==> config.mk <==
export PLATFORM = sky130hd
export DESIGN_NAME = frs_dp
export DESIGN_NICKNAME = d
export VERILOG_FILES = /design/src/design/frs_pkg.sv /design/src/design/frs_dp.sv
export SDC_FILE = /design/constraint.sdc
export NUM_CORES = 2
export LEC_CHECK = 0
export BUFFER_PORTS_ARGS = -buffer_cell sky130_fd_sc_hd__buf_4
export CORE_UTILIZATION = 50
export CTS_CLUSTER_DIAMETER = 100
export CTS_CLUSTER_SIZE = 20
export DETAILED_ROUTE_END_ITERATION = 10
export PLACE_DENSITY = 0.76
export SLEW_MARGIN = 15
export SYNTH_ARGS = -nofsm -noshare
export SYNTH_HDL_FRONTEND = slang
export SYNTH_SLANG_ARGS = --single-unit
==> constraint.sdc <==
create_clock -name clk -period 42.3 [get_ports clk]
set_input_delay 6.345 -clock clk [delete_from_list [all_inputs] [get_ports clk]]
set_output_delay 6.345 -clock clk [all_outputs]
set_load 0.005 [all_outputs]
==> src/design/frs_pkg.sv <==
// Shared constants, codes and control structures of the framed receiver.
`default_nettype none
package frs_pkg;
    localparam int PendingEntries = 16;
    localparam int FrameBytes = 256;
    localparam int MaxResults = 16;
    localparam int ByteWidth = 8;
    localparam int AddrWidth = $clog2(FrameBytes);

    localparam logic [1:0] CMD_BYTE = 2'd0;
    localparam logic [1:0] CMD_TICK = 2'd1;
    localparam logic [1:0] CMD_ARM = 2'd2;
    localparam logic [1:0] CMD_READ = 2'd3;

    localparam logic [1:0] KIND_FRAME = 2'd0;
    localparam logic [1:0] KIND_TIMEOUT = 2'd1;
    localparam logic [1:0] KIND_READ = 2'd2;
    localparam logic [1:0] KIND_FULL = 2'd3;

    typedef struct packed {
        logic accept;
        logic scan_rm;
        logic scan_tick;
        logic emit;
    } ctrl_cmd_t;

    typedef struct packed {
        logic frame_done;
        logic table_full;
        logic scan_end;
        logic hold_valid;
        logic out_free;
    } dp_status_t;
endpackage
`default_nettype wire

==> src/design/frs_dp.sv <==
// Datapath with the frame store, the pending reply table and the result register.
`default_nettype none
module frs_dp #(
    parameter int PENDING_ENTRIES = frs_pkg::PendingEntries
) (
    input  wire logic               clk,
    input  wire logic               rst_n,
    input  wire frs_pkg::ctrl_cmd_t ctl,
    output frs_pkg::dp_status_t     st,
    input  wire logic [1:0]         cmd,
    input  wire logic [7:0]         rx_byte,
    input  wire logic [7:0]         req_id,
    input  wire logic [31:0]        wait_ms,
    input  wire logic [7:0]         read_pos,
    input  wire logic               out_stall,
    output logic                    out_valid,
    output logic [1:0]              kind,
    output logic [7:0]              frame_id,
    output logic [7:0]              payload_len,
    output logic [7:0]              read_data,
    output logic                    last
);
    import frs_pkg::*;

    localparam int N = PENDING_ENTRIES;
    localparam int CW = $clog2(N + 1);
    localparam int IW = (N > 1) ? $clog2(N) : 1;
    localparam int NRW = $clog2(MaxResults + 1);

    logic [7:0] mem [FrameBytes];
    logic [FrameBytes-1:0] vbits_reg;
    logic [7:0] rdata_reg;
    logic rvld_reg;
    logic rpos1_reg;

    logic [7:0] bc_reg;
    logic [7:0] len_reg;
    logic [7:0] fid_reg;
    logic [31:0] now_reg;

    logic [7:0] ids_reg [N];
    logic [31:0] start_reg [N];
    logic [31:0] limit_reg [N];
    logic [CW-1:0] cnt_reg;
    logic [CW-1:0] idx_reg;
    logic [NRW-1:0] nres_reg;
    logic hold_v_reg;
    logic [7:0] hold_id_reg;

    logic [1:0] res_kind_reg;
    logic [7:0] res_id_reg;
    logic [7:0] res_plen_reg;

    logic out_valid_reg;
    logic [1:0] kind_reg;
    logic [7:0] id_reg;
    logic [7:0] plen_reg;
    logic [7:0] data_reg;
    logic last_reg;

    logic is_byte, is_tick, is_arm, is_read;
    logic stored, done;
    logic [7:0] new_bc, new_len, new_fid;
    logic full, out_free, scan_end;
    logic [CW-1:0] e_full;
    logic [IW-1:0] eidx;
    logic expired, hit_rm, tick_go, tick_hit, shift_en, idx_dec, push, emit_load;

    always_comb
    begin
        is_byte = ctl.accept && (cmd == CMD_BYTE);
        is_tick = ctl.accept && (cmd == CMD_TICK);
        is_arm = ctl.accept && (cmd == CMD_ARM);
        is_read = ctl.accept && (cmd == CMD_READ);
        stored = (bc_reg != 8'd0) || (rx_byte == 8'd0);
        new_bc = bc_reg + 8'd1;
        new_len = (bc_reg == 8'd1) ? rx_byte : len_reg;
        new_fid = (bc_reg == 8'd2) ? rx_byte : fid_reg;
        done = stored && (new_len > 8'd2) && (new_len == new_bc);
        full = (cnt_reg == CW'(N));
        out_free = !out_valid_reg || !out_stall;
        scan_end = (idx_reg == '0) || (ctl.scan_tick && nres_reg == NRW'(MaxResults));
        e_full = idx_reg - CW'(1);
        eidx = e_full[IW-1:0];
        expired = (now_reg - start_reg[eidx]) > limit_reg[eidx];
        hit_rm = ctl.scan_rm && !scan_end && (ids_reg[eidx] == res_id_reg);
        tick_go = ctl.scan_tick && !scan_end && (!expired || !hold_v_reg || out_free);
        tick_hit = tick_go && expired;
        shift_en = hit_rm || tick_hit;
        idx_dec = (ctl.scan_rm && !scan_end) || tick_go;
        push = tick_hit && hold_v_reg;
        emit_load = ctl.emit && out_free;
        st.frame_done = (cmd == CMD_BYTE) && done;
        st.table_full = full;
        st.scan_end = scan_end;
        st.hold_valid = hold_v_reg;
        st.out_free = out_free;
    end

    always_ff @(posedge clk)
    begin
        if (is_byte && stored) mem[bc_reg] <= rx_byte;
        if (is_read)
        begin
            rdata_reg <= mem[read_pos];
        end
    end

    always_ff @(posedge clk or negedge rst_n)
    begin
        if (!rst_n)
        begin
            vbits_reg <= '0;
            rvld_reg <= 1'b0;
            rpos1_reg <= 1'b0;
            bc_reg <= '0;
            len_reg <= '0;
            fid_reg <= '0;
            now_reg <= '0;
            cnt_reg <= '0;
            idx_reg <= '0;
            nres_reg <= '0;
            hold_v_reg <= 1'b0;
            out_valid_reg <= 1'b0;
        end
        else
        begin
            if (is_read)
            begin
                rvld_reg <= vbits_reg[read_pos];
                rpos1_reg <= (read_pos == 8'd1);
            end
            if (is_byte && stored)
            begin
                vbits_reg[bc_reg] <= 1'b1;
                if (bc_reg == 8'd2) fid_reg <= rx_byte;
                if (done)
                begin
                    bc_reg <= '0;
                    len_reg <= '0;
                end
                else
                begin
                    bc_reg <= new_bc;
                    if (bc_reg == 8'd1) len_reg <= rx_byte;
                end
            end
            if (is_tick) now_reg <= now_reg + 32'd1;
            if (is_arm && !full) cnt_reg <= cnt_reg + CW'(1);
            else if (shift_en) cnt_reg <= cnt_reg - CW'(1);
            if (ctl.accept)
            begin
                idx_reg <= cnt_reg;
                nres_reg <= '0;
                hold_v_reg <= 1'b0;
            end
            else
            begin
                if (idx_dec) idx_reg <= e_full;
                if (tick_hit)
                begin
                    nres_reg <= nres_reg + NRW'(1);
                    hold_v_reg <= 1'b1;
                end
            end
            if (push || emit_load) out_valid_reg <= 1'b1;
            else if (!out_stall) out_valid_reg <= 1'b0;
        end
    end

    always_ff @(posedge clk)
    begin
        if (is_arm && !full)
        begin
            ids_reg[cnt_reg[IW-1:0]] <= req_id;
            start_reg[cnt_reg[IW-1:0]] <= now_reg;
            limit_reg[cnt_reg[IW-1:0]] <= wait_ms;
        end
        for (int j = 0; j < N - 1; j++)
        begin
            if (shift_en && (CW'(j) >= e_full))
            begin
                ids_reg[j] <= ids_reg[j + 1];
                start_reg[j] <= start_reg[j + 1];
                limit_reg[j] <= limit_reg[j + 1];
            end
        end
        if (tick_hit) hold_id_reg <= ids_reg[eidx];
        if (ctl.accept)
        begin
            res_id_reg <= '0;
            res_plen_reg <= '0;
            unique case (cmd)
                CMD_BYTE:
                begin
                    res_kind_reg <= KIND_FRAME;
                    res_id_reg <= new_fid;
                    res_plen_reg <= new_len - 8'd3;
                end
                CMD_TICK: res_kind_reg <= KIND_TIMEOUT;
                CMD_ARM:
                begin
                    res_kind_reg <= KIND_FULL;
                    res_id_reg <= req_id;
                end
                CMD_READ: res_kind_reg <= KIND_READ;
                default: res_kind_reg <= KIND_READ;
            endcase
        end
        if (push)
        begin
            kind_reg <= KIND_TIMEOUT;
            id_reg <= hold_id_reg;
            plen_reg <= '0;
            data_reg <= '0;
            last_reg <= 1'b0;
        end
        else if (emit_load)
        begin
            kind_reg <= res_kind_reg;
            id_reg <= (res_kind_reg == KIND_TIMEOUT) ? hold_id_reg : res_id_reg;
            plen_reg <= res_plen_reg;
            if (res_kind_reg != KIND_READ) data_reg <= 8'd0;
            else if (rpos1_reg) data_reg <= len_reg;
            else data_reg <= rvld_reg ? rdata_reg : 8'd0;
            last_reg <= 1'b1;
        end
    end

    assign out_valid = out_valid_reg;
    assign kind = kind_reg;
    assign frame_id = id_reg;
    assign payload_len = plen_reg;
    assign read_data = data_reg;
    assign last = last_reg;
endmodule
`default_nettype wire

=== After elaboration in Yosys (flattened, before gate mapping) ===
Memories as Yosys holds them, arrays and structs flattened. A register that Yosys moved wholly into a read port is not among the register bits.
Index checks and enable logic that the tools add are counted.

* Bits in registers: 384
* RAM bits: 3,200
* Input port bits: 65
* Logic and storage cells: 182
* Memories kept: 4

* $add $sub $neg: 8
* Magnitude comparators: 20
* Eq/ne operators: 13
* Mux-type cells: 60
* Bitwise gates (word level): 1
* Reduce and logical (&&, ||, !) cells: 55

{| class="wikitable"
|+ Memories
! memory !! words !! bits a word !! rd ports !! clocked after memory_dff !! wr ports !! RTL line !! text
|-
| mem || 256 || 8 || 1 || 1 || 1 || frs_dp.sv:30 || <nowiki>logic [7:0] mem [FrameBytes];</nowiki>
|-
| limit_reg || 16 || 32 || 16 || 0 || 16 || frs_dp.sv:43 || <nowiki>logic [31:0] limit_reg [N];</nowiki>
|-
| start_reg || 16 || 32 || 16 || 0 || 16 || frs_dp.sv:42 || <nowiki>logic [31:0] start_reg [N];</nowiki>
|-
| ids_reg || 16 || 8 || 16 || 0 || 16 || frs_dp.sv:41 || <nowiki>logic [7:0] ids_reg [N];</nowiki>
|}

{| class="wikitable"
|+ Operators with widths
! operator !! count
|-
| bitwise OR 256 bit || 1
|-
| 2-to-1 mux 8 bit || 10
|-
| 2-to-1 mux 1 bit || 40
|-
| >= comparator 4 x 5 -> 1 bit (first input constant) || 7
|-
| logical AND 1 bit || 33
|-
| adder 32 x 1 -> 32 bit (second input constant) || 1
|-
| > comparator 32 bit || 1
|-
| subtractor 32 bit || 1
|-
| 2-to-1 mux 5 bit || 6
|-
| >= comparator 3 x 5 -> 1 bit (first input constant) || 4
|-
| < comparator 8 x 9 -> 1 bit (second input constant) || 2
|-
| == test 8 x 1 -> 1 bit (second input constant) || 2
|-
| == test 8 bit || 2
|-
| case mux 8 bit (2 select lines) || 1
|-
| adder 5 x 1 -> 5 bit (second input constant) || 2
|-
| == test 5 bit (second input constant) || 2
|-
| >= comparator 1 x 5 -> 1 bit (first input constant) || 2
|-
| >= comparator 2 x 5 -> 1 bit (first input constant) || 2
|-
| subtractor 5 x 1 -> 5 bit (second input constant) || 2
|-
| adder 8 x 1 -> 8 bit (second input constant) || 1
|-
| binary-select mux 1 bit (select 8 bit) || 1
|-
| demux 1 bit (select 8 bit) || 1
|-
| == test 8 x 2 -> 1 bit (second input constant) || 1
|-
| >= comparator 8 x 1 -> 1 bit (second input constant) || 1
|-
| 14 further kinds || 31
|}

=== Logic depth before layout (Yosys ltp) ===
An unclocked memory read counts as a cell.

* Depth after elaboration: 13
* Depth in mapped cells: 46
* Gate-level depth less buffers: 34

=== Worst setup path after synthesis ===
Ideal clock, no wire load.

* Path kind: input to output
* From: in rx_byte[4]
* To: out st[4] (netlist name)
* Arrival: 7.725 ns
* Path slack: 28.230 ns
* Stages on the path: 6
* Path through: mux2i_1 and3_1 nand3_1 o211a_1 o2111a_1 and2_1

{| class="wikitable"
|+ RTL lines
! element !! RTL line !! text
|-
| start: declaration || frs_dp.sv:11 || <nowiki>input wire logic [7:0] rx_byte,</nowiki>
|-
| end: declaration || frs_dp.sv:9 || <nowiki>output frs_pkg::dp_status_t st,</nowiki>
|}

==> out/qor.yml <==
finalCritPeriodShare_pct: 36.6
reg2reg_from: "idx_reg[0]"
vias: 85900
grt.total_usage_pct: 25.7
final_cells: 13000
leakage_uw: 0.0560
io_pins: 98
synth-seq-cells: 3592
rrSetupSlack_ns: 28.48
drtIter0Drc: 12200
power_density_mw_per_mm2: 80.0
grt_pass1_vias: 86100
die_h_um: 560
hold_path.class: "reg -> reg"
yosysWarnings: 0
cts_hold_buf: 0
finalSetupTns_ns: 0
rows: 204
worstRegToRegCells: 32
slew_headroom_pct: 17.1
cts_tree: "yes"
place_area_mm2: 0.161
syn_avg_cell_area_um2: 17.5
synthCells: 8915
globalplace.congestion: 0.906
min_period_ns: 15.48
timing.critical_path.mode_cell: "mux2i_1"
report.final.slew_viol_count: 0
synth.area.top_cells: "edfxtp_1 63%, mux4_2 11%, mux2_2 7.3%"
holdWs_ns: 0.463
swShare_pct: 40.2
setup_viol: 0
antenna_found_initial: 20
wl_um: 407000
peakVddDrop_v: 0.000208
synth_largest_area_cell: "edfxtp_1"
critPathMaxStageDelay_ns: 0.65
maxCapViolations: 0
grt.overflow.total: 0
synth_top_family_by_area: "multiplexers"
core_area_mm2: 0.309
synth_edf_count: 3242
synthesis.area_mm2: 0.156
place_inst: 12600
hold-path-cell-count: 2
clkTransAtPathRegs_ns: 0.09
synth_top_area_share_pct: 62.5
insertion_delay_ns: 0.92
syn_to_final_growth_pct: 7.01
fmax_mhz: 64.6
ys_seq_area_share_pct: 68.1
holdPathEnd: "payload_len[3]"
cts_sinks: 3592
drc: 0
synth.most_common_cell: "edfxtp_1"
drtAntennaViolNets: 0
portBuffers: 97
synth_xor_area_share_pct: 0.561
clk_path_buf_depth: 4
finalNetCount: 8885
synthAdderAreaFrac_pct: 0.685
hpwl_um: 236000
grt_pass1_wl_um: 596000
ys_top_cells_by_count: "3242 x edfxtp_1, 1013 x mux2_2, 771 x mux4_2, 465 x nor2_1, 413 x nand2_1"
via_per_inst: 6.60
cts_setup_buffers: 0
critPathArrivalTime_ns: 9.13
worstMarginPinSlew_ns: 1.23
synth_fp_nets: 9064
grt_max_degree: 189
fp.dieW_um: 560
endpoint_kind: "primary output"
netlist-cell-type-count: 83
path_cells: "clkbuf_8 -> mux2i_1 -> mux2_2 -> mux2i_1 -> o21ai_0 -> o2111a_1 -> and2_1 -> buf_4"
power_frac_seq_pct: 39.6
first_pass_iters: 6
cts_buffers: 206
synthFlopType: "edfxtp_1"
worst-setup-path-type: "in -> out"
clock_power_share_pct: 15.4
cts-htree-levels: 4
drive_gt1_share_pct: 30.7
finish.instance_area_mm2: 0.167
rsz0062_at_grt: "false"
switchingPower_uw: 5360
cp.required_ns: 35.95
finalClockSkew_ns: 0.0730
cts_resized: 0
hold_viol: 0
crit_slowest_cell: "o2111a_1"
largest_register_ffs: 2048
p_int_uw: 7960
async_flop_share_pct: 9.21
die-area_mm2: 0.314
cp_max_fo: 73
r2r-end: "start_reg[6][29]"
wl_per_cell_um: 31.3
cts_root_buffer: "clkbuf_16"
outcome: "completed"
yosys.area_share.simple_pct: 4.12
muxShareOfSynthArea_pct: 20.5
startpoint_type: "input port"
start_util_pct: 50.3
min_from: "payload_len[3]"
comb_power_share_pct: 45.0
synth_compound_area_share_pct: 4.17
## how the worst max path moves through the flow
stage / startpoint / to / slack, ns / cells past startpoint
2_1_floorplan: rx_byte[4] / st[4] / 28.23 / 6
3_3_place_gp: rx_byte[1] / st[4] / 26.94 / 9
3_5_place_dp: rx_byte[1] / st[4] / 26.83 / 9
4_1_cts: rx_byte[1] / st[4] / 26.84 / 9
5_1_grt: rx_byte[1] / st[4] / 26.68 / 9
6_report: rx_byte[4] / st[4] / 26.82 / 8
## per-stage QoR
step / setup slack (ns) / util, % / total power (uW)
finish: 26.82 / 53.8 / 13300
global route: 26.68 / 53.8 / 13700
CTS: 26.84 / 53.8 / 13200
detailed placement: 26.83 / 52.0 / 11200
global placement: 26.94 / 52.0 / 11000
floorplan: 28.23 / - / 9070
## cells by family (layout without fill, tap and decap cells)
logic type / count (synthesis) / count (layout)
AOI/OAI and AO/OA: 987 / 987
xor gates and xnor gates: 98 / 98
adders and majority gates: 84 / 84
buffers and inverters: 691 / 650
DFF: 3592 / 3592
muxes: 2065 / 2065
other: 0 / 17
and+or+nand+nor: 1398 / 1398
## power by group through the flow
stage,clock [uW],combinational [uW],sequential (uW)
after CTS,2080,5850,5260
after global placement,0,5710,5290
final,2060,5990,5270
after detailed placement,0,5840,5330
after floorplan,0,3740,5330
after global routing,2190,6210,5330
## final cells by class
cell class                 count  area (um2)
clock inverter                 7        81.3
inverter                      38         155
tap                         4120        5150
multi-input combinational   4632       47200
timing repair buffer         266        2210
antenna                       17        42.5
fill                       23600      143000
clock buffer                 339        5720
sequential                  3592      106000
## critical path: cells and delay by family
| family | cells | cell delay [ns] |
|---|---|---|
| compound gates | 2 | 0.93 |
| buf+inv | 2 | 0.42 |
| mux | 3 | 0.92 |
| simple gates | 1 | 0.37 |
## layer usage
layer  global-route usage, %  up-vias  wire (um)
met4                    11.3        6      19900
met3                    4.65     1003      40300
met2                    41.6     5250     197000
met1                    34.2    44700     150000
met5                       0        -         41
li1                        -    35000          -
## cells in the final DEF, fill, tap and decap left out, types with 25 or more instances in the layout
cell / count
inv_1: 35
nor2_1: 461
o211ai_1: 49
o311ai_0: 35
o21ai_0: 163
edfxtp_1: 3242
a21o_1: 28
nand2_1: 411
clkbuf_16: 209
a221o_1: 47
mux4_2: 771
buf_4: 243
a21oi_1: 313
nand3_1: 119
mux2_1: 43
mux2i_1: 169
mux2_2: 1013
o22ai_1: 27
xnor2_1: 63
a31o_2: 84
nor3_1: 25
a221oi_1: 41
clkbuf_1: 130
a31oi_1: 52
or2_2: 260
mux2_4: 69
xor2_1: 31
dfrtp_1: 330
a22oi_1: 42
ha_1: 81
Note: power is estimated with default switching activity, not from simulation.
