File: config.mk
export PLATFORM = sky130hd
export DESIGN_NAME = frs_ctrl
export DESIGN_NICKNAME = d
export VERILOG_FILES = /design/src/design/frs_pkg.sv /design/src/design/frs_ctrl.sv
export SDC_FILE = /design/constraint.sdc
export NUM_CORES = 1
export LEC_CHECK = 0
export ABC_AREA = 1
export BUFFER_PORTS_ARGS = -buffer_cell sky130_fd_sc_hd__buf_2
export CAP_MARGIN = 0
export CORE_AREA = 2 2 39 41
export DETAILED_ROUTE_END_ITERATION = 8
export DIE_AREA = 0 0 41 43
export PLACE_DENSITY_LB_ADDON = 0.1
export SETUP_SLACK_MARGIN = 0.5
export SLEW_MARGIN = 20
export SYNTH_ARGS = -nofsm -noshare
export SYNTH_HDL_FRONTEND = slang
export SYNTH_SLANG_ARGS = --single-unit
File: constraint.sdc
create_clock -name clk -period 1.28 [get_ports clk]
set_clock_uncertainty 0.15 [all_clocks]
set_input_delay 0.128 -clock clk [delete_from_list [all_inputs] [get_ports clk]]
set_output_delay 0.128 -clock clk [all_outputs]
set_load 0.01 [all_outputs]
File: src/design/frs_pkg.sv
// Shared constants, codes and control structures of the framed receiver.
`default_nettype none
package frs_pkg;
    localparam int PendingEntries = 16;
    localparam int FrameBytes = 256;
    localparam int MaxResults = 16;
    localparam int ByteWidth = 8;
    localparam int AddrWidth = $clog2(FrameBytes);

    localparam logic [1:0] CMD_BYTE = 2'd0;
    localparam logic [1:0] CMD_TICK = 2'd1;
    localparam logic [1:0] CMD_ARM = 2'd2;
    localparam logic [1:0] CMD_READ = 2'd3;

    localparam logic [1:0] KIND_FRAME = 2'd0;
    localparam logic [1:0] KIND_TIMEOUT = 2'd1;
    localparam logic [1:0] KIND_READ = 2'd2;
    localparam logic [1:0] KIND_FULL = 2'd3;

    typedef struct packed {
        logic accept;
        logic scan_rm;
        logic scan_tick;
        logic emit;
    } ctrl_cmd_t;

    typedef struct packed {
        logic frame_done;
        logic table_full;
        logic scan_end;
        logic hold_valid;
        logic out_free;
    } dp_status_t;
endpackage
`default_nettype wire

File: src/design/frs_ctrl.sv
// Controller state machine that sequences transactions through the datapath.
`default_nettype none
module frs_ctrl (
    input  wire logic               clk,
    input  wire logic               rst_n,
    input  wire logic               in_valid,
    output logic                    in_stall,
    input  wire logic [1:0]         cmd,
    input  wire frs_pkg::dp_status_t st,
    output frs_pkg::ctrl_cmd_t      ctl
);
    import frs_pkg::*;

    typedef enum logic [3:0] {
        S_IDLE   = 4'b0001,
        S_RMSCAN = 4'b0010,
        S_TSCAN  = 4'b0100,
        S_EMIT   = 4'b1000
    } state_t;

    state_t state_reg;
    state_t state_next;
    logic accept;

    assign in_stall = (state_reg != S_IDLE);
    assign accept = in_valid && !in_stall;

    always_comb
    begin
        state_next = state_reg;
        ctl = '0;
        ctl.accept = accept;
        unique case (state_reg)
            S_IDLE:
            begin
                if (accept)
                begin
                    unique case (cmd)
                        CMD_BYTE: if (st.frame_done) state_next = S_RMSCAN;
                        CMD_TICK: state_next = S_TSCAN;
                        CMD_ARM: if (st.table_full) state_next = S_EMIT;
                        CMD_READ: state_next = S_EMIT;
                        default: state_next = S_IDLE;
                    endcase
                end
            end
            S_RMSCAN:
            begin
                ctl.scan_rm = 1'b1;
                if (st.scan_end) state_next = S_EMIT;
            end
            S_TSCAN:
            begin
                ctl.scan_tick = 1'b1;
                if (st.scan_end) state_next = st.hold_valid ? S_EMIT : S_IDLE;
            end
            S_EMIT:
            begin
                ctl.emit = 1'b1;
                if (st.out_free) state_next = S_IDLE;
            end
            default: state_next = S_IDLE;
        endcase
    end

    always_ff @(posedge clk or negedge rst_n)
    begin
        if (!rst_n) state_reg <= S_IDLE;
        else state_reg <= state_next;
    end
endmodule
`default_nettype wire

Word-level counts from Yosys, hierarchy flattened
Cells that the tools add are included.
Word-level totals
  flip-flop bits (word level): 4
  logic and storage cells: 31
Operators by class
  eq/ne operators: 14
  muxes and demuxes: 12
  reduce and logical (&&, ||, !) cells: 4
Operators by type and width (number)
  $pmux 4 s4: 2
  $mux 4: 7
  $ne 2x2->1 const B: 4
  $ne 3x3->1 const B: 2
  $reduce_and 6->1: 1
  $eq 2x2->1 const B: 2
  $eq 4x1->1 const B: 1
  $eq 4x2->1 const B: 1
  $eq 4x3->1 const B: 1
  $eq 4x4->1 const B: 1
  $ne 4x1->1 const B: 1
  $mux 1: 3
  $eq 2x1->1 const B: 1
  $logic_not 2->1: 1
  $logic_and 1x1->1: 1
  $logic_not 1->1: 1

Depth between registers and ports, before layout
Gate-level depths: netlist of run 1.
  word-level depth: 5
  gate-level depth with buffers: 9
  depth with buffers taken out: 9

Worst setup path after synthesis of run 1
Ideal clock, no wire load.
  path kind: register to register
  start point: register state_reg[0]
  end point: register state_reg[3]
  library setup time: 118 ps
  arrival: 1092 ps
  required time: 1012 ps
  path slack: -80 ps
  cell stages (with the launch flop): 10
  cells stage by stage: dfstp_2 > inv_1 > nor2_4 > nand2_4 > inv_4 > nand2_2 > nand2_2 > nor2_4 > nand2_1 > nand2_1
On the way
  longest elaborated chain between the ends: 5
  elaborated cells between the ends (all ways): 15
RTL lines
  start: declaration: line frs_ctrl.sv:21  | state_t state_reg;
  start signal: assignment: line frs_ctrl.sv:69  | else state_reg <= state_next;
  $ne 4x1->1: line frs_ctrl.sv:25  | assign in_stall = (state_reg != S_IDLE);
  via in_stall: line frs_ctrl.sv:7  | output logic in_stall,
  $logic_not 1->1: line frs_ctrl.sv:26  | assign accept = in_valid && !in_stall;
  $logic_and 1x1->1: line frs_ctrl.sv:26
  $ne 2x2->1 (no source line)
  $reduce_and 6->1 (no source line)
The timed path passes the listed nets, and every way through them passes these cells.
A chain may end at the register's enable or synchronous reset.

==> run metrics, run 1 <==
clock tree root driver cell=clkbuf_4; Synth Area in Adders=0%; non-filler cells in the finished layout=98; worst-path maximum fanout=4; max-slew violation total from the final report=0; clock sinks=4; layout net count=slightly above 90; final core area utilization=44.0%; maximum root-to-sink buffer count=2; post-detailed-placement half-perimeter wirelength=661 microns; first-pass GRT wire length=1370 microns; CP Class=flop to primary output; floorplan row count=14; core region area=1380 sq um; smallest hold slack=~0.013 ns; number of antenna violations at the first check in global routing=0; library cells used by synthesis=15; CTS tree=yes; share of the synthesized area in compound gates (AO/OA/AOI/OAI)=under 10%; cell depth of the worst flop-to-flop path=7; commonest cells after routing, fill and taps aside=12 x nand2_1, 12 x buf_2, 7 x inv_1, 7 x buf_4, 6 x nand2_2; total iterations of the first detailed-routing run=4; number of flip-flops in the largest register=4; number of instances in the synthesized netlist=56; nature of the critical path startpoint=flop; violated checks=setup timing; Placer Congestion=about 0.70; final WL=847 microns; largest net degree at the start of global routing=6; via density per instance=4.02; synthesis-stage register bit count=4; syn nets=66; total number of vias=394; # H-tree levels=1; post-synthesis xor/xnor area fraction=0%; capture point of the worst reg-to-reg path=state_reg[1]$_DFFE_PN0P_; share of the yosys chip area belonging to registers=28.3%; total global routing track utilization=11.5%; Register-to-Register Setup Slack=-0.12 ns; slew at the pin closest to its max-slew limit=0.195 ns; fraction of final layout cells with drive strength greater than 1=58.5%; initial standard-cell utilization of the core=25.9%; x dimension of the die=slightly above 40 microns; number of antenna diodes=0; die height=43 microns; pre-CTS setup slack=-0.154 ns; Worst Hold Class=primary input to flop; DIE AREA=1760 sq um; total gr overflow=0; synthesized area=358 sq um; wire per inst=roughly 8.6 microns; final count of negative-setup-slack endpoints=9; slack of the critical path=-0.223 ns; Tmin final=1.50 ns; simple-gate area share of the yosys netlist=a little over half; share of the clock period used by the worst path after layout=117%; clock network latency to the later pin of the worst-skew pair=between 0.2 and 0.25 ns; number of synthesis warnings=0; drt initial violations=2; Data arrival, critical path=1.22 ns; maximum clock rate=around 670 MHz; share of synthesized area spent on multiplexers=0%; max-cap violation count=0; RSZ-0062 raised after global routing=true; hold path startpoint=st[2]; via count of the first global-routing pass=386; total CTS buffers=3; kind of end point of the critical path=primary output; post-detailed-route DRC marker count=0; standby leakage power=between 0.3 and 0.4 nW; max_slew headroom=86.9%; outcome=finished with violations; post-layout total power=roughly 1.2 mW; Power Density=2020 nW/um^2; worst hold stages=4; Max rail drop VDD=0.000722 V; Avg Inst Size Synth=roughly 6.4 sq um; end point of the most critical hold path=state_reg[2]$_DFFE_PN0P_; number of nets with antenna violations after detailed routing=0; final hold vios=0; instance count after placement with tap cells included=90; number of I/O port buffers=14; num ports=15; Area growth, synth to finish=70.3%; source of the worst register-to-register timing path=state_reg[0]$_DFFE_PN1P_; main combinational cell family by area after synthesis=simple AND/OR/NAND/NOR gates; Clock Pin Slew Worst Setup and Hold Paths=approximately 0.040 ns; required time reported for the critical path endpoint=1.00 ns
==> cell type report <==
| cell class | count | area, sq um |
|---|---|---|
| Inverter | 12 | 50.0 |
| Timing Repair Buffer | 23 | 156 |
| Fill cell | 155 | 774 |
| Multi-Input combinational cell | 39 | 254 |
| Sequential cell | 4 | 103 |
| Tap cell | 16 | 20.0 |
| Clock buffer | 4 | 26.3 |
==> metal layers <==
layer / up-vias / part of all wire, % / global-route usage (%)
met1: 169 / 44 / 13.7
met4: 0 / 0 / 6.00
met3: 0 / 3.8 / 3.66
li1: 219 / - / -
met2: 6 / 52 / 17.5
met5: - / 0 / 0
==> synthesized netlist by cell type <==
master    instances  area [sq um]
nand2_1          17          63.8
inv_1            11          41.3
nor2_1            6          22.5
dfrtp_1           3          75.1
nand2_2           3          18.8
nor3_1            3          15.0
nand3b_1          2          15.0
nand4_1           2          12.5
nor2_2            2          12.5
nor2_4            2          22.5
buf_4             1          7.51
dfstp_2           1          26.3
inv_4             1          6.26
nand2_4           1          11.3
o21bai_1          1          7.51
==> worst max path at each step <==
stage | start | end | cells after the start
finish | state_reg[0]$_DFFE_PN1P_ | ctl[3] | 5
global route | state_reg[0]$_DFFE_PN1P_ | ctl[3] | 5
CTS | state_reg[0]$_DFFE_PN1P_ | ctl[3] | 5
detailed placement | state_reg[0]$_DFFE_PN1P_ | state_reg[3]$_DFFE_PN0P_ | 9
global placement | state_reg[0]$_DFFE_PN1P_ | state_reg[1]$_DFFE_PN0P_ | 9
floorplan | state_reg[0]$_DFFE_PN1P_ | state_reg[3]$_DFFE_PN0P_ | 9
==> critical path, cell delays in order (launching register included) <==
cell,delay [ns]
dfstp_2,0.55
inv_2,0.06
nor2_4,0.11
nand2_4,0.08
nor2_1,0.08
buf_2,0.13
==> report_power, final <==
part	leakage, nW	internal [mW]	switching (mW)	total (mW)
logic	0.290	0.382	0.433	0.814
registers	0.0494	0.188	0.0604	0.248
clock network	0.0150	0.117	0.0520	0.169
==> metrics by stage <==
stage | setup TNS (ns) | cell area (sq um)
global route | -1.74 | 609
detailed placement | -0.566 | 488
finish | -1.18 | 609
floorplan | -0.258 | 368
CTS | -1.30 | 551
global placement | -0.510 | 488
==> cell families after synthesis <==
kind of cell    after synthesis
simple gates                 38
buf+inv                      13
flops                         4
compound gates                1
==> what timing repair did <==
item                       in CTS  in global routing
gates cloned                    0                  0
resized for setup               4                 12
pin swaps                       4                  6
hold endpoints to repair        4                  0
setup endpoints to repair       9                  9
hold buffers                    1                  0
setup buffers                   1                  2
No activity file was read; power rests on OpenSTA's default activity.
==> run 2: changes to the inputs <==
==> constraint.sdc (replaced) <==
create_clock -name clk -period 1.28 [get_ports clk]
set_clock_uncertainty 0.15 [all_clocks]
set_input_delay 0.064 -clock clk [delete_from_list [all_inputs] [get_ports clk]]
set_output_delay 0.064 -clock clk [all_outputs]
set_load 0.01 [all_outputs]
==> run 2 against run 1 <==
Via count increased by 4.8%. The run ends with hold timing, setup timing left. First-iteration DRC count unchanged. Count of clock-buffer cells in the layout stayed put. Combinational power up 10%. Hold slack got worse by 0.064 ns. Flip-flop and latch count did not move. Fmax decreased by 0.36%. Die area stayed put. Sequential power shrank 6%.
==> run metrics, run 2 (synthesis results as in run 1) <==
total number of vias=413 (+4.8%); Max rail drop VDD=0.000951 V (+32%); wire per inst=9.10 microns (+5.3%); slack of the critical path=-0.228 ns (-0.00537 ns); fraction of final layout cells with drive strength greater than 1=52.3% (-6.2 points); Clock Pin Slew Worst Setup and Hold Paths=0.04 ns (about the same); clock sinks=4 (unchanged); first-pass GRT wire length=1520 microns (+11%); slowest stage cell on the critical path=dfstp_2; Data arrival, critical path=1.53 ns (+0.31 ns); most common cell after layout, fill and taps aside=nand2_1; max-slew violation total from the final report=0 (unchanged); final count of negative-setup-slack endpoints=9 (unchanged); required time reported for the critical path endpoint=1.30 ns (+0.30 ns); final WL=928 microns (+9.6%); share of the clock period used by the worst path after layout=118% (+0.42 points); number of antenna diodes=0 (unchanged); maximum root-to-sink buffer count=2 (unchanged); total gr overflow=0 (unchanged); clock tree root driver cell=clkbuf_4; largest net degree at the start of global routing=6 (unchanged); total global routing track utilization=13.2% (+1.7 points); outcome=finished with violations; Tmin final=1.51 ns (+0.00537 ns); critical path buffer and inverter count=2 (unchanged); DIE AREA=1760 sq um (unchanged); cell class contributing the biggest share of worst-path delay=simple AND/OR/NAND/NOR gates; post-detailed-route DRC marker count=0 (unchanged); slew at the pin closest to its max-slew limit=0.282 ns (+0.0874 ns); violated checks=hold timing, setup timing; total CTS buffers=3 (unchanged); x dimension of the die=41 microns (unchanged); Area growth, synth to finish=69.2%; commonest cells after routing, fill and taps aside=16 x nand2_1, 12 x buf_2, 11 x buf_4; layout net count=97 (+4.3%); RSZ-0062 raised after global routing=true; fill count=146 (-5.8%); Register-to-Register Setup Slack=-0.23 ns (-0.11 ns); max_slew headroom=81.1% (-5.9 points); floorplan row count=14 (unchanged); # H-tree levels=1 (unchanged); cell area after placement=495 sq um (+1.5%); core region area=1380 sq um (unchanged); CP Class=flop to flop; number of nets with antenna violations after detailed routing=0 (unchanged); clock network latency to the later pin of the worst-skew pair=0.23 ns (about the same); initial standard-cell utilization of the core=25.9% (unchanged); total iterations of the first detailed-routing run=4 (unchanged); max-cap violation count=0 (unchanged); worst-path maximum fanout=3 (-1); num ports=15 (unchanged); final hold vios=2 (+2); final instance area=606 sq um (-0.62%); drt initial violations=2 (unchanged); maximum clock rate=663 MHz (-0.36%); post-detailed-placement half-perimeter wirelength=710 microns (+7.4%); number of I/O port buffers=14 (unchanged); nature of the critical path startpoint=flop; smallest hold slack=-0.0510 ns (-0.0638 ns); CTS tree=yes; kind of end point of the critical path=flop; die height=43 microns (unchanged); largest stage delay on the critical path=0.53 ns (-0.02 ns); cell breakdown of the critical path=inv_2 -> nor2_4 -> nand2_4 -> buf_4 -> nor3_1 -> nand2_1 -> nand2_1; Power Density=2150 nW/um^2 (+6.3%); via count of the first global-routing pass=404 (+4.7%); post-layout total power=1.30 mW (+5.7%); number of antenna violations at the first check in global routing=0 (unchanged); # hold bufs at CTS=1 (unchanged); standby leakage power=0.363 nW (+2.4%); Worst Hold Class=primary input to flop; cell mode on critical path=nand2_1; total negative slack for setup checks=-1.64 ns (-0.462 ns); number of flip-flops in the largest register=4 (unchanged); Placer Congestion=0.726 (+4.1%); via density per instance=4.05 (+0.71%)
-- run 2: changes by cell type in the layout (fill, tap and decap cells not counted), moves of 2 or more --
cell	delta
buf_4	+4
nand2_1	+4
nand2_2	-3
nor3_1	+2
nor3_4	-2
-- run 2: power by group --
part	internal (mW)	switching, mW
Clock	0.117	0.0526
Sequential	0.185	0.0486
Combinational	0.460	0.437
-- run 2: path summary, 6_finish.rpt --
check | depth (start not counted) | end | from
worst max-delay path | 7 | state_reg[2]$_DFFE_PN0P_ | state_reg[0]$_DFFE_PN1P_
worst min-delay path | 4 | state_reg[1]$_DFFE_PN0P_ | st[2]
worst max register to register | 7 | state_reg[2]$_DFFE_PN0P_ | state_reg[0]$_DFFE_PN1P_
worst min register to register | 3 | state_reg[3]$_DFFE_PN0P_ | state_reg[3]$_DFFE_PN0P_
max in group asynchronous | 2 | state_reg[0]$_DFFE_PN1P_ | rst_n
min in group asynchronous | 2 | state_reg[1]$_DFFE_PN0P_ | rst_n
-- run 2: per-stage QoR --
step,utilization [%],std cells,setup slack (ns)
final,43.8,102,-0.228
after CTS,41.9,101,-0.221
after floorplan,-,56,-0.0754
after global placement,35.8,91,-0.0982
after detailed placement,35.8,91,-0.118
after global routing,43.8,102,-0.297
-- run 2: metal layers --
layer  vias up  global-route usage (%)  share of wire (%)
li1        226                       -                  -
met1       179                    16.0                 44
met2         8                    20.9                 54
met3         0                    1.57                2.4
met4         0                    8.00                  0
met5         -                       0                  0
-- run 2: final cells by class --
type / instances / area [sq um] / share of cell area [%]
timing repair buffer: 27 / 186 / 30.8
sequential: 4 / 101 / 16.7
tap: 16 / 20.0 / 3.31
clock buffer: 4 / 26.3 / 4.34
multi-input combinational: 39 / 224 / 37.0
inverter: 12 / 47.5 / 7.85
-- run 2: repair_timing --
item / CTS / global route
endpoints found under the hold margin: 6 / 2
setup endpoints to repair: 9 / 9
cloned: 0 / 0
pin swaps: 3 / 2
resized for setup: 2 / 4
buffers inserted: 5 / 1
-- run 2: tightest hold or removal path, cell delays in order --
cell and delay [ns]:
buf_2 0.07, inv_1 0.05, nand2_1 0.06, nand2_1 0.04
==> run 3: changes to the inputs <==
Settings changed: BUFFER_PORTS_ARGS -buffer_cell sky130_fd_sc_hd__buf_2 to -buffer_cell sky130_fd_sc_hd__buf_4, CAP_MARGIN 0 to unset.
==> run 3 against run 2 <==
The run still ends with hold timing, setup timing left. Combinational power rose by 2.3%. Sequential share of layout area fell by 0.79 points. Critical path depth fell by 1. First-iteration DRC count rose to 5.0 times the previous value. Global-route usage fell by 1.4 points. Power rose by 1.9%. Utilization rose by 2.2 points. Critical endpoint is now ctl[3].
==> run metrics, run 3 (synthesis results as in run 1) <==
final count of negative-setup-slack endpoints=9 (unchanged); final WL=832 microns (-10%); slew at the pin closest to its max-slew limit=0.211 ns (-0.0713 ns); core region area=1380 sq um (unchanged); die height=43 microns (unchanged); Max rail drop VDD=0.000848 V (-11%); RSZ-0062 raised after global routing=true; Data arrival, critical path=1.30 ns (-0.23 ns); clock network latency to the later pin of the worst-skew pair=0.23 ns (about the same); maximum clock rate=662 MHz (-0.21%); outcome=finished with violations; largest net degree at the start of global routing=6 (unchanged); worst-path maximum fanout=3 (unchanged); post-layout total power=1.33 mW (+1.9%); post-detailed-route DRC marker count=0 (unchanged); CTS tree=yes; wire per inst=8.32 microns (-8.6%); number of I/O port buffers=14 (unchanged); x dimension of the die=41 microns (unchanged); first-pass GRT wire length=1410 microns (-7.7%); num ports=15 (unchanged); total number of vias=418 (+1.2%); standby leakage power=0.370 nW (+2.0%); max-cap violation count=0 (unchanged); required time reported for the critical path endpoint=1.07 ns (-0.23 ns); via count of the first global-routing pass=378 (-6.4%); share of the clock period used by the worst path after layout=118% (+0.25 points); maximum root-to-sink buffer count=2 (unchanged); commonest cells after routing, fill and taps aside=21 x buf_4, 14 x nand2_1, 8 x inv_1; number of nets with antenna violations after detailed routing=0 (unchanged); total CTS buffers=3 (unchanged); CP Class=flop to primary output; layout net count=95 (-2.1%); clock tree root driver cell=clkbuf_4; number of antenna violations at the first check in global routing=0 (unchanged); # H-tree levels=1 (unchanged); post-detailed-placement half-perimeter wirelength=660 microns (-7.1%); Clock Pin Slew Worst Setup and Hold Paths=0.04 ns (about the same); kind of end point of the critical path=primary output; most common cell after layout, fill and taps aside=buf_4; floorplan row count=14 (unchanged); Power Density=2090 nW/um^2 (-2.9%); Tmin final=1.51 ns (+0.00324 ns); number of antenna diodes=0 (unchanged); total iterations of the first detailed-routing run=4 (unchanged); # hold bufs at CTS=1 (unchanged); smallest hold slack=-0.0316 ns (+0.0194 ns); total gr overflow=0 (unchanged); cell breakdown of the critical path=inv_2 -> nor2_4 -> nand2_4 -> buf_6 -> nor2_4 -> buf_6; number of flip-flops in the largest register=4 (unchanged); largest stage delay on the critical path=0.53 ns (about the same); fraction of final layout cells with drive strength greater than 1=53.6% (+1.2 points); total global routing track utilization=11.8% (-1.4 points); cell class contributing the biggest share of worst-path delay=flip-flops; initial standard-cell utilization of the core=25.9% (unchanged); final core area utilization=45.9% (+2.2 points); fill count=149 (+2.1%); final hold vios=2 (unchanged); slack of the critical path=-0.231 ns (-0.00324 ns); violated checks=hold timing, setup timing; Placer Congestion=0.701 (-3.5%); max_slew headroom=85.9% (+4.9 points); Worst Hold Class=primary input to flop; drt initial violations=10 (+8); max-slew violation total from the final report=0 (unchanged); critical path buffer and inverter count=3 (+1); Area growth, synth to finish=77.6%; DIE AREA=1760 sq um (unchanged); nature of the critical path startpoint=flop; slowest stage cell on the critical path=dfstp_2; via density per instance=4.18 (+3.2%); clock sinks=4 (unchanged)
==> run 3: cell types whose count changed in the layout (fill, tap and decap cells not counted), sizes merged <==
cell,previous run,this run
buf,26,24
==> run 3: worst min-delay path: cells and delay by family <==
| kind | cells | cell delay (ns) |
|---|---|---|
| and+or+nand+nor | 2 | 0.10 |
| buffers and inverters | 2 | 0.12 |
==> run 3: cell type report <==
| cell class | instances | area [sq um] | share of cell area (%) |
|---|---|---|---|
| Clock buffer | 4 | 26.3 | 4.13 |
| Inverter | 12 | 47.5 | 7.48 |
| Multi-Input combinational cell | 39 | 239 | 37.6 |
| Sequential cell | 4 | 101 | 15.9 |
| Tap cell | 16 | 20.0 | 3.15 |
| Timing Repair Buffer | 25 | 201 | 31.7 |
==> run 3: layer usage <==
layer	routed length [microns]	vias up	global-route usage [%]
met3	43	0	3.14
met4	0	0	6.00
met5	0	-	0
li1	-	220	-
met2	435	12	16.9
met1	353	186	15.6
==> run 3: timing repair <==
item | 4_1_cts | 5_1_grt
pin swaps | 3 | 6
setup buffers | 1 | 3
setup endpoints to repair | 9 | 9
gates resized for setup | 3 | 7
hold endpoints to repair | 6 | 2
==> run 3: final timing paths <==
check,slack (ns),depth (start not counted),from,to
worst max-delay path,-0.23,6,state_reg[0]$_DFFE_PN1P_,ctl[3]
worst max register to register,-0.21,10,state_reg[0]$_DFFE_PN1P_,state_reg[1]$_DFFE_PN0P_
worst min register to register,0.53,4,state_reg[0]$_DFFE_PN1P_,state_reg[0]$_DFFE_PN1P_
min in group asynchronous,0.01,2,rst_n,state_reg[3]$_DFFE_PN0P_
max in group asynchronous,0.78,2,rst_n,state_reg[0]$_DFFE_PN1P_
worst min-delay path,-0.03,4,st[2],state_reg[1]$_DFFE_PN0P_
==> run 3: report_power, final <==
part           internal (mW)  switching, mW  leakage (nW)  total (mW)
logic                  0.484          0.435         0.304       0.919
clock network          0.117         0.0509        0.0150       0.168
registers              0.185         0.0542        0.0510       0.239
total                  0.786          0.540         0.370        1.33
==> run 3: per-stage QoR <==
stage,area [sq um],hold slack (ns),setup slack (ns),instances,TNS (ns)
after floorplan,368,-0.382,-0.0754,56,-0.258
after global placement,531,-0.289,-0.147,91,-0.580
after detailed placement,531,-0.289,-0.140,91,-0.547
after CTS,586,-0.0401,-0.256,97,-1.49
after global routing,636,-0.0213,-0.280,100,-2.13
final,636,-0.0316,-0.231,100,-1.67
